[config.mk]
export PLATFORM = sky130hd
export DESIGN_NAME = afk_queue
export DESIGN_NICKNAME = d
export VERILOG_FILES = /design/src/rtl/core/afk_pkg.sv /design/src/rtl/core/afk_queue.sv
export SDC_FILE = /design/constraint.sdc
export NUM_CORES = 1
export LEC_CHECK = 0
export BUFFER_PORTS_ARGS = -buffer_cell sky130_fd_sc_hd__buf_4
export CORE_UTILIZATION = 52
export CTS_CLUSTER_SIZE = 12
export DETAILED_ROUTE_END_ITERATION = 10
export PLACE_DENSITY = 0.81
export SETUP_SLACK_MARGIN = 0.2
export SKIP_LAST_GASP = 1
export SLEW_MARGIN = 15
export SYNTH_ARGS = -nofsm -noshare
export SYNTH_HDL_FRONTEND = slang
export SYNTH_SLANG_ARGS = --single-unit
[constraint.sdc]
create_clock -name clock -period 5.2 [get_ports clock]
set_clock_uncertainty 0.15 [all_clocks]
set_input_delay 0.78 -clock clock [delete_from_list [all_inputs] [get_ports clock]]
set_output_delay 0.78 -clock clock [all_outputs]
set_load 0.02 [all_outputs]
[src/rtl/core/afk_pkg.sv]
`default_nettype none

package afk_pkg;

   // Fixed sizes of the transaction fields.
   localparam int JOINT_COUNT = 7;
   localparam int ANGLE_W = 16;
   localparam int FIELD_W = 20;
   localparam int FRAME_W = 3;
   localparam int ROW_W = 2;
   localparam int ANGLE_FRAC_BITS_DEF = 13;
   localparam int OUT_FRAC_BITS_DEF = 16;

   // Internal arithmetic: signed Q30 with headroom, full-width products.
   localparam int WORK_FRAC = 30;
   localparam int WORK_W = 34;
   localparam int PROD_W = 2 * WORK_W;
   localparam int RECIP_SHIFT = 32;
   localparam int DIV_W = 8;
   localparam logic signed [WORK_W-1:0] ONE_Q30 = WORK_W'(64'sd1073741824);
   localparam int HALF_PI_Q30 = 1686629713;
   localparam int QUARTER_PI_Q30 = HALF_PI_Q30 / 2;
   localparam int FIELD_MAX = 524287;
   localparam int FIELD_MIN = -524288;

   // Depth of the angle-set queue between the front and the back.
   localparam int QUEUE_DEPTH = 2;

   // Series terms: five for the sine, then six for the cosine.
   localparam int TERM_W = 4;
   localparam logic [TERM_W-1:0] TERM_SIN_LAST = 4'd4;
   localparam logic [TERM_W-1:0] TERM_COS_LAST = 4'd10;

   // Products used to compose one row of a frame.
   localparam int SEL_W = 3;
   localparam logic [SEL_W-1:0] SEL_R0_COS = 3'd0;
   localparam logic [SEL_W-1:0] SEL_R1_SIN = 3'd1;
   localparam logic [SEL_W-1:0] SEL_R0_SIN = 3'd2;
   localparam logic [SEL_W-1:0] SEL_R1_COS = 3'd3;
   localparam logic [SEL_W-1:0] SEL_OFFSET = 3'd4;

   localparam logic [ROW_W-1:0] ROW_LAST = 2'd2;
   localparam logic [FRAME_W-1:0] FRAME_LAST = 3'd7;

   typedef enum logic [1:0] {
      TWIST_NONE,
      TWIST_POS,
      TWIST_NEG
   } twist_type;

   typedef struct packed {
      logic signed [ANGLE_W-1:0] angle_j1;
      logic signed [ANGLE_W-1:0] angle_j2;
      logic signed [ANGLE_W-1:0] angle_j3;
      logic signed [ANGLE_W-1:0] angle_j4;
      logic signed [ANGLE_W-1:0] angle_j5;
      logic signed [ANGLE_W-1:0] angle_j6;
      logic signed [ANGLE_W-1:0] angle_j7;
   } req_type;

   typedef struct packed {
      logic [FRAME_W-1:0]        frame_index;
      logic [ROW_W-1:0]          row_index;
      logic signed [FIELD_W-1:0] rotation_col0;
      logic signed [FIELD_W-1:0] rotation_col1;
      logic signed [FIELD_W-1:0] rotation_col2;
      logic signed [FIELD_W-1:0] translation;
      logic                      last_row;
   } rsp_type;

   typedef struct packed {
      logic signed [WORK_W-1:0] a;
      logic signed [WORK_W-1:0] b;
   } mul_op_type;

   // Round a full product back to Q30, half away from zero.
   function automatic logic signed [WORK_W-1:0] round_q30(logic signed [PROD_W-1:0] p);
      logic [PROD_W-1:0] mag;
      logic [PROD_W-1:0] r;
      logic [WORK_W-1:0] r_w;
      mag = p[PROD_W-1] ? PROD_W'(-p) : PROD_W'(p);
      r = (mag + (PROD_W'(1) << (WORK_FRAC - 1))) >> WORK_FRAC;
      r_w = r[WORK_W-1:0];
      return p[PROD_W-1] ? -signed'(r_w) : signed'(r_w);
   endfunction

   // Divisor of each series term.
   function automatic logic [DIV_W-1:0] term_divisor(logic [TERM_W-1:0] idx);
      logic [DIV_W-1:0] d;
      unique case (idx)
         4'd0:    d = 8'd110;
         4'd1:    d = 8'd72;
         4'd2:    d = 8'd42;
         4'd3:    d = 8'd20;
         4'd4:    d = 8'd6;
         4'd5:    d = 8'd132;
         4'd6:    d = 8'd90;
         4'd7:    d = 8'd56;
         4'd8:    d = 8'd30;
         4'd9:    d = 8'd12;
         default: d = 8'd2;
      endcase
      return d;
   endfunction

   // Reciprocal of each divisor, floor(2^32 / d).
   function automatic logic [RECIP_SHIFT-1:0] term_recip(logic [TERM_W-1:0] idx);
      logic [RECIP_SHIFT-1:0] m;
      unique case (idx)
         4'd0:    m = 32'd39045157;
         4'd1:    m = 32'd59652323;
         4'd2:    m = 32'd102261126;
         4'd3:    m = 32'd214748364;
         4'd4:    m = 32'd715827882;
         4'd5:    m = 32'd32537631;
         4'd6:    m = 32'd47721858;
         4'd7:    m = 32'd76695844;
         4'd8:    m = 32'd143165576;
         4'd9:    m = 32'd357913941;
         default: m = 32'd2147483648;
      endcase
      return m;
   endfunction

   // Link offset along z of each joint, Q30 meters.
   function automatic logic signed [WORK_W-1:0] link_offset(logic [FRAME_W-1:0] j);
      logic signed [WORK_W-1:0] d;
      unique case (j)
         3'd0:    d = WORK_W'(64'sd332859965);
         3'd2:    d = WORK_W'(64'sd429496730);
         3'd4:    d = WORK_W'(64'sd418759311);
         3'd6:    d = WORK_W'(64'sd83751862);
         default: d = '0;
      endcase
      return d;
   endfunction

   // Twist of each joint: plus or minus a quarter turn, or none.
   function automatic twist_type twist_of(logic [FRAME_W-1:0] j);
      twist_type t;
      unique case (j)
         3'd0, 3'd3, 3'd4: t = TWIST_POS;
         3'd1, 3'd2, 3'd5: t = TWIST_NEG;
         default:          t = TWIST_NONE;
      endcase
      return t;
   endfunction

endpackage

`default_nettype wire

[src/rtl/core/afk_queue.sv]
`default_nettype none

module afk_queue (
   input  wire logic             clock,
   input  wire logic             reset,
   input  wire logic             push_valid,
   output logic                  push_stall,
   input  wire afk_pkg::req_type push_data,
   output logic                  head_valid,
   output afk_pkg::req_type      head_data,
   input  wire logic             head_pop
);
   import afk_pkg::*;

   localparam int PTR_W = (QUEUE_DEPTH > 1) ? $clog2(QUEUE_DEPTH) : 1;
   localparam int CNT_W = $clog2(QUEUE_DEPTH + 1);

   req_type           slot_ff [QUEUE_DEPTH];
   logic [PTR_W-1:0]  wr_ptr_ff;
   logic [PTR_W-1:0]  rd_ptr_ff;
   logic [CNT_W-1:0]  count_ff;
   logic              push;
   logic              pop;

   // Full queue holds off the sender; stall does not look at valid.
   assign push_stall = (count_ff == CNT_W'(QUEUE_DEPTH));
   assign push = push_valid && !push_stall;
   assign pop = head_pop && head_valid;
   assign head_valid = (count_ff != '0);
   assign head_data = slot_ff[rd_ptr_ff];

   // Storage for the queued angle sets.
   always_ff @(posedge clock) begin
      if (push) begin
         slot_ff[wr_ptr_ff] <= push_data;
      end
   end

   // Pointers and fill count.
   always_ff @(posedge clock) begin
      if (reset) begin
         wr_ptr_ff <= '0;
         rd_ptr_ff <= '0;
         count_ff <= '0;
      end else begin
         if (push) begin
            wr_ptr_ff <= (wr_ptr_ff == PTR_W'(QUEUE_DEPTH - 1)) ? '0 : wr_ptr_ff + 1'b1;
         end
         if (pop) begin
            rd_ptr_ff <= (rd_ptr_ff == PTR_W'(QUEUE_DEPTH - 1)) ? '0 : rd_ptr_ff + 1'b1;
         end
         if (push && !pop) begin
            count_ff <= count_ff + 1'b1;
         end else if (pop && !push) begin
            count_ff <= count_ff - 1'b1;
         end
      end
   end

endmodule

`default_nettype wire

==> results of run 1 <==
## Yosys cell counts
cell type    n
dfxtp_1      5
buf_4        1
or2_2        1
mux2_2     112
edfxtp_1   224
nor2b_2      1
inv_1        2
o21ai_0      3
buf_6        8
xor2_1       3
or3_1        2
a21oi_1      2
ha_1         1
nor2_1       4
and2_1       1
buf_2        3
## cell type report
class	instances	area [um^2]	share of cell area, %
sequential	229	6830	62.37
timing repair buffer	235	1764	16.11
multi-input combinational	130	1376	12.57
clock buffer	35	683.2	6.239
tap	211	264.0	2.411
clock inverter	4	22.52	0.2057
inverter	2	10.01	0.09141
## worst max-delay path, stage by stage (launching register included)
cell	delay, ns
dfxtp_4	0.91
buf_4	0.48
mux2_2	0.39
buf_4	0.16
## worst paths after layout
kind                               startpoint        endpoint  slack, ns  cells after the start
worst max-delay path                flip-flop   head_data[73]       1.80                      3
worst min-delay path            push_data[42]  slot_ff[1][42]       0.32                      1
worst max register to register    count_ff[0]  slot_ff[1][95]       2.70                      4
worst min register to register      wr_ptr_ff       wr_ptr_ff       0.35                      2
## state kept, by name, summed over array words and instances (netlist names), named ones only
register,cells
wr_ptr_ff,1
rd_ptr_ff,1
slot_ff,224
count_ff,2
## power breakdown
group / switching, mW / internal [mW] / leakage (nW)
Combinational: 0.830 / 0.736 / 1.60
Sequential: 0.127 / 2.32 / 2.13
Clock: 0.618 / 0.901 / 0.335
## metal layers
metal  up-vias  wire, um  part of all wire, %  GRT usage, %
met1      2062      5886                   38         21.40
li1       1972         -                    -             -
met2       179      7972                   51         32.85
met3        31      1394                  9.0         5.821
met5         -         0                    0             0
met4         0       318                  2.0         5.260
## cells by family (layout without fill, tap and decap cells)
group                    count (synthesis)  in the layout  synth area share (%)
AO/OA/AOI/OAI                            5              5                0.3007
multiplexers                           112            112                 15.16
buffers and inverters                   14            276                 1.444
adder cells (fa/ha/maj)                  1              1                0.1504
XOR/XNOR                                 3              3                0.3158
flip-flops                             229            229                 82.05
AND/OR/NAND/NOR                          9              9                0.5865
## stage by stage
| step | utilization (%) | power (mW) | worst slack [ns] |
|---|---|---|---|
| after floorplan | - | 3.452 | 1.010 |
| after global placement | 66.41 | 4.020 | 2.325 |
| after detailed placement | 66.41 | 4.066 | 2.293 |
| after CTS | 70.98 | 5.595 | 1.754 |
| after global routing | 70.98 | 5.752 | 1.665 |
| final | 70.98 | 5.534 | 1.804 |
==> impl_metrics.yaml, run 1 <==
sta:
  rsz0062_at_grt: "no"
  drv_slew: 0
  hold_viol_final: 0
  min_period_ns: 3.396
  fmax_mhz: 294.4
  tns_ns: 0
  tightest_slew_ns: 0.8620
  finalSetupViolCount: 0
  period_share_pct: 65.32
  worst_hold_slack_ns: 0.3152
  max_slew_margin_pct: 42.53
cells_and_area:
  n_antenna_cell: 0
  mostFrequentLayoutCell: "buf_4"
  final_cells: 846
  area_growth_pct: 31.61
  drive_gt1_share_pct: 60.00
  fillers: 1004
  final_cell_mix: "235 x buf_4, 224 x edfxtp_1, 112 x mux2_2"
  finalNetCount: 739
  finalInstanceArea_mm2: 0.01095
place:
  io_buffers: 229
  dp_cells: 807
  gp_congestion: 0.7423
  place_area_mm2: 0.01024
  place_hpwl_mm: 10.38
clock_network:
  cts_resized: 0
  cts_tree: "done"
  clock_latency_ns: 0.50
  clk_pin_slew_ns: 0.06
  cts-htree-levels: 1
  cts_sinks: 229
  postCtsSetupBuffers: 0
  clockBufferDepth: 3
  numCtsBuffers: 24
  cts.hold.buffers_added: 0
  cts_root_buffer: "clkbuf_16"
floorplanning:
  row_count: 45
  die_area_mm2: 0.01651
  coreArea_mm2: 0.01543
  io_pins: 230
  die_w_um: 128.5
  floorplan.initialDensity_pct: 53.93
  die_h_um: 128.5
grt:
  grt_max_degree: 66
  grt_antenna_before_repair: 0
  grt_pass1_vias: 4575
  grt.overflow.total: 0
  grt_use_total_pct: 18.42
  grt_pass1_wl_mm: 23.20
drt:
  drc: 0
  vias: 4244
  wl_per_cell_um: 18.41
  drtIter0Drc: 244
  dr.pass1.iters: 5
  wirelength_mm: 15.57
  viasPerCell: 5.017
  ant_nets: 0
synthesis:
  yosysTopAreaCell: "edfxtp_1"
  synth_area_per_cell_um2: 22.31
  synth-seq-area-share_pct: 82.05
  synth_warnings: 0
  netlist_instances: 373
  syn_area_mm2: 0.008320
  syn_nets: 490
  ys_types: 16
  synth-seq-cells: 229
  synth.top_cell.area_share_pct: 80.84
  ys_top_cells_by_area: "edfxtp_1 81%, mux2_2 15%, dfxtp_1 1.2%, buf_6 1.1%, xor2_1 0.32%"
critical_path:
  path_class: "reg2out"
  crit_required_ns: 4.27
  end_kind: "output port"
  arrival_ns: 2.47
  critPathMaxFanout: 65
  crit_path_start_kind: "flip-flop"
run_status:
  outcome: "finished, final reports clean"
pwr:
  power.density_mw_per_mm2: 505.3
  peakVddDrop_v: 0.0004112
  leakage_nw: 4.071
job:
  maxCapViolCount: 0
min_path:
  hold_class: "in2reg"
Power figures use the tool's default switching activity.
==> run 2, diff against run 1 <==
Clock period 5.2 ns to 3.5 ns, I/O delays scaled along.
==> run 2 against run 1 <==
  * Count of clock-buffer cells in the layout is 3 lower
  * Clock power is 45% higher
  * Highest routed layer unchanged
  * Largest cell class unchanged
  * Critical endpoint is now head_data[68]
  * Via count is 0.31% higher
==> impl_metrics.yaml, run 2 (synthesis results as in run 1) <==
run_status:
  outcome: "finished, final reports clean"
grt:
  grt_use_total_pct: 18.60
  grt_pass1_vias: 4522
  grt_pass1_wl_mm: 23.21
  top_usage_layer: "met2"
  use_met2_pct: 31.70
  grtUsageMet1_pct: 22.39
  use_met3_pct: 7.152
  grt_antenna_before_repair: 0
  grt_max_degree: 65
  grt.overflow.total: 0
critical_path:
  arrival_ns: 1.99
  crit_path_start_kind: "flip-flop"
  crit_top_cell: "buf_4"
  slowest_stage: "buf_4"
  end_kind: "output port"
  path_buf_inv: 2
  path_class: "reg2out"
  critPathMaxStageDelay_ns: 0.51
  crit_chain: "buf_4 > mux2_2 > buf_4"
  crit_required_ns: 2.82
  critPathTopFamily: "buffers and inverters"
  critPathMaxFanout: 48
sta:
  hold_viol_final: 0
  max_slew_margin_pct: 46.89
  drv_slew: 0
  rsz0062_at_grt: "no"
  finalSetupViolCount: 0
  fmax_mhz: 375.9
  tightest_slew_ns: 0.7966
  min_period_ns: 2.661
  layout_setup_ws_ns: 0.8394
  tns_ns: 0
  period_share_pct: 76.02
  worst_hold_slack_ns: 0.06436
drt:
  drc: 0
  ant_nets: 0
  vias: 4257
  viasPerCell: 5.032
  dr.pass1.iters: 4
  wl_per_cell_um: 18.24
  drtIter0Drc: 266
  wirelength_mm: 15.43
clock_network:
  cts_root_buffer: "clkbuf_16"
  cts_resized: 0
  clock_latency_ns: 0.49
  cts_sinks: 229
  clk_pin_slew_ns: 0.06
  postCtsSetupBuffers: 0
  numCtsBuffers: 24
  cts.hold.buffers_added: 0
  cts_tree: "done"
  clockBufferDepth: 3
  cts-htree-levels: 1
floorplanning:
  floorplan.initialDensity_pct: 53.93
  die_area_mm2: 0.01651
  coreArea_mm2: 0.01543
  die_h_um: 128.5
  die_w_um: 128.5
  io_pins: 230
  row_count: 45
pwr:
  leakage_nw: 4.069
  peakVddDrop_v: 0.0005111
  power.density_mw_per_mm2: 747.0
  power_mw: 8.181
place:
  pre_cts_ws_ns: 1.146
  io_buffers: 229
  gp_congestion: 0.7419
  place_hpwl_mm: 10.02
cells_and_area:
  mostFrequentLayoutCell: "buf_4"
  multi_input_area_mm2: 0.001376
  regMostFlops: "slot_ff"
  regArea_mm2: 0.006830
  reg_top3: "slot_ff: 224 flops, count_ff: 2 flops"
  area_growth_pct: 31.62
  fillers: 1035
  drive_gt1_share_pct: 59.69
  finalNetCount: 739
  largest_register_ffs: 224
  final_util_pct: 70.99
  final_cell_mix: "233 x buf_4, 224 x edfxtp_1, 112 x mux2_2"
  n_antenna_cell: 0
job:
  maxCapViolCount: 0
min_path:
  hold_class: "in2reg"
[run 2: cell count changes in the layout (fill, tap and decap cells not counted), sizes merged]
cell      change
clkbuf        -3
clkinv        +5
clkinvlp      -1
inv           -1
[run 2: path summary, 6_finish.rpt]
path	end	cells past startpoint	start	slack, ns
max	head_data[68]	3	flip-flop	0.84
max reg2reg	slot_ff[0][54]	4	count_ff[0]	1.34
min	slot_ff[1][103]	1	push_data[103]	0.06
min reg2reg	wr_ptr_ff	2	wr_ptr_ff	0.34
[run 2: where the power goes]
group | internal (mW) | switching (mW) | leakage (nW) | total (mW)
Clock | 1.29 | 0.912 | 0.332 | 2.20
Combinational | 1.11 | 1.34 | 1.60 | 2.45
Sequential | 3.45 | 0.0844 | 2.13 | 3.53
[run 2: final cells by class]
cell class                      instances  area share [%]
Clock buffer                           32           5.952
Clock inverter                          7          0.2628
Inverter                                2          0.1028
Multi-Input combinational cell        130           12.57
Sequential cell                       229           62.37
Tap cell                              211           2.411
Timing Repair Buffer                  235           16.34
[run 2: routing by layer]
metal	part of all wire, %	up-vias
li1	-	1975
met1	39	2067
met2	50	197
met3	10	18
met4	1.5	0
met5	0	-
[run 2: through the flow]
step           cell area, um^2  instances
6_report                 10950        846
5_1_grt                  10950        846
4_1_cts                  10950        846
3_5_place_dp             10270        807
3_3_place_gp             10270        807
2_1_floorplan             8325        373
==> run 3, diff against run 2 <==
Settings changed: ABC_AREA set to 1, CORE_UTILIZATION 52 to 47, PLACE_DENSITY 0.81 to 0.78.
Clock period 3.5 ns to 2.4 ns, I/O delays scaled along.
==> run 3 against run 2 <==
  * Global-route usage grew 1.3 points
  * Non-clock buffer count grew 128
  * Worst hold slack gained 0.043 ns
  * Critical path depth grew 1
  * Synthesized area grew 0.24%
  * Power grew 56%
  * Combinational power grew 70%
  * Sequential cell count is the same
  * Synthesized cell count grew 3.2%
  * First-iteration DRC count shrank 18%
  * Core utilization grew 3.5 points
  * Register-to-register slack lost 0.64 ns
  * Critical path type unchanged
  * Largest power group unchanged
  * Highest routed layer unchanged
==> impl_metrics.yaml, run 3 <==
run_status:
  outcome: "finished, final reports clean"
grt:
  grt_pass1_wl_mm: 27.52
  grt_use_total_pct: 19.95
  grt_antenna_before_repair: 2
  grt_max_degree: 70
  grt_pass1_vias: 5264
  grt.overflow.total: 0
floorplanning:
  row_count: 48
  die_h_um: 135.2
  die_area_mm2: 0.01828
  die_w_um: 135.2
  floorplan.initialDensity_pct: 48.22
  io_pins: 230
  coreArea_mm2: 0.01730
cells_and_area:
  reg_top3: "slot_ff: 224 flops, count_ff: 2 flops"
  final_cell_mix: "224 x edfxtp_1, 192 x buf_4, 114 x dlygate4sd3_1"
  fillers: 936
  drive_gt1_share_pct: 51.03
  largest_register_ffs: 224
  regMostFlops: "slot_ff"
  final_cells: 1005
  mostFrequentLayoutCell: "edfxtp_1"
  area_growth_pct: 54.43
  finalNetCount: 879
synthesis:
  ys_types: 14
  synth.top_cell.area_share_pct: 80.65
  yosysTopAreaCell: "edfxtp_1"
  netlist_instances: 385
  synthXorXnorAreaFrac_pct: 0
  synth_flop_cell: "edfxtp_1"
  syn_nets: 502
  synth_compound_gate_area_share_pct: 0.3000
  muxShareOfSynthArea_pct: 15.12
  synth_warnings: 0
  synth_area_per_cell_um2: 21.66
  async_reset_ff_share_pct: 0
  ys_top_cells_by_area: "edfxtp_1 81%, mux2_2 15%, dfxtp_1 1.2%, buf_6 1.1%, inv_1 0.36%"
  synthSimpleGateAreaFrac_pct: 0.8701
  synth_most_common_cell: "edfxtp_1"
  synth_edf_count: 224
  synth-seq-area-share_pct: 81.85
  syn_area_mm2: 0.008340
  synth_fa_ha_area_share_pct: 0.1500
  synth_common_cells: "224 x edfxtp_1, 112 x mux2_2, 8 x buf_6, 8 x inv_1, 8 x nor2_1"
  synth-seq-cells: 229
  synth_top_family_by_area: "multiplexers"
sta:
  tightest_slew_ns: 0.6002
  fmax_mhz: 442.2
  max_slew_margin_pct: 59.99
  min_period_ns: 2.261
  hold_viol_final: 0
  drv_slew: 0
  period_share_pct: 94.22
  rsz0062_at_grt: "yes"
  finalSetupViolCount: 0
  layout_setup_ws_ns: 0.1387
pwr:
  power.internal_mw: 9.223
  swShare_pct: 27.91
  p_clk_share_pct: 26.6
  p_comb_share_pct: 32.6
  power.density_mw_per_mm2: 993.4
  peakVddDrop_v: 0.0008770
  switching_power_mw: 3.571
  pwr-share-seq_pct: 40.8
  leakage_nw: 4.959
clock_network:
  clock_latency_ns: 0.49
  clk_pin_slew_ns: 0.06
  numCtsBuffers: 24
  cts_sinks: 229
  cts-htree-levels: 1
  cts_root_buffer: "clkbuf_16"
  clockBufferDepth: 3
  cts_tree: "done"
drt:
  wl_per_cell_um: 19.12
  drtIter0Drc: 219
  vias: 4911
  dr.pass1.iters: 4
  ant_nets: 0
  viasPerCell: 4.887
  wirelength_mm: 19.22
  drc: 0
critical_path:
  path_class: "reg2out"
  crit_required_ns: 1.89
  end_kind: "output port"
  crit_path_start_kind: "flip-flop"
  critPathMaxFanout: 14
  arrival_ns: 1.75
min_path:
  hold_class: "in2reg"
place:
  pre_cts_ws_ns: 0.6442
  place_hpwl_mm: 10.00
  dp_cells: 833
  gp_congestion: 0.7252
  io_buffers: 229
job:
  maxCapViolCount: 0
## run 3: power groups by stage
| stage | clock, mW | combinational [mW] | sequential, mW |
|---|---|---|---|
| 6_report | 3.40 | 4.17 | 5.22 |
| 5_1_grt | 3.64 | 4.38 | 5.26 |
| 4_1_cts | 3.48 | 3.92 | 5.21 |
| 3_5_place_dp | 0 | 3.24 | 5.28 |
| 3_3_place_gp | 0 | 3.19 | 5.24 |
| 2_1_floorplan | 0 | 1.99 | 5.25 |
## run 3: critical path: stages (launching register included)
cell and delay (ns):
dfxtp_4 0.40, buf_4 0.17, buf_16 0.16, mux2_2 0.35, buf_4 0.16
## run 3: final timing paths
| path | start | end | slack, ns | cells past startpoint |
|---|---|---|---|---|
| hold / removal | push_valid | wr_ptr_ff | 0.11 | 4 |
| setup / recovery | flip-flop | head_data[43] | 0.14 | 4 |
| setup reg to reg | count_ff[1] | slot_ff[0][46] | 0.70 | 4 |
| hold reg to reg | wr_ptr_ff | wr_ptr_ff | 0.36 | 2 |
## run 3: logic make-up (layout without fill, tap and decap cells)
group | count (synthesis) | in the layout
DFF | 229 | 229
buffers and inverters | 20 | 413
other | 0 | 2
AOI/OAI and AO/OA | 5 | 5
and+or+nand+nor | 18 | 18
muxes | 112 | 112
adders and majority gates | 1 | 1
## run 3: stage by stage
stage          TNS [ns]  util (%)  area (um^2)  hold slack, ns  power [mW]
4_1_cts               0     73.02        12630         0.08519       12.61
3_3_place_gp          0     59.87        10360          0.3314       8.436
6_report              0     74.46        12880          0.1071       12.79
3_5_place_dp          0     59.87        10360          0.3356       8.523
2_1_floorplan    -65.70         -         8369          0.3089       7.240
5_1_grt               0     74.46        12880          0.1218       13.27
## run 3: repair_timing
action / CTS / global route
cloned: 7 / 2
hold buffers: 114 / 0
endpoints found under the hold margin: 228 / 0
buffers inserted: 5 / 0
endpoints found under the setup margin: 112 / 112
gates resized for setup: 39 / 52
## run 3: final cells by class
cell class	count	area, um^2	area share (%)
Multi-Input combinational cell	136	1551	12.05
Timing Repair Buffer	363	3451	26.79
Inverter	8	30.03	0.2331
Sequential cell	229	6833	53.05
Antenna cell	2	5.005	0.03886
Clock buffer	37	680.7	5.285
Tap cell	225	281.5	2.186
Clock inverter	5	47.55	0.3691
## run 3: per-layer routing
| metal | vias up | share of wire (%) | track usage, % | routed length (um) |
|---|---|---|---|---|
| met5 | - | 0 | 0 | 0 |
| met3 | 30 | 6.0 | 4.003 | 1154 |
| li1 | 2274 | - | - | - |
| met1 | 2434 | 39 | 23.99 | 7446 |
| met4 | 0 | 1.9 | 5.493 | 369 |
| met2 | 173 | 53 | 36.30 | 10250 |
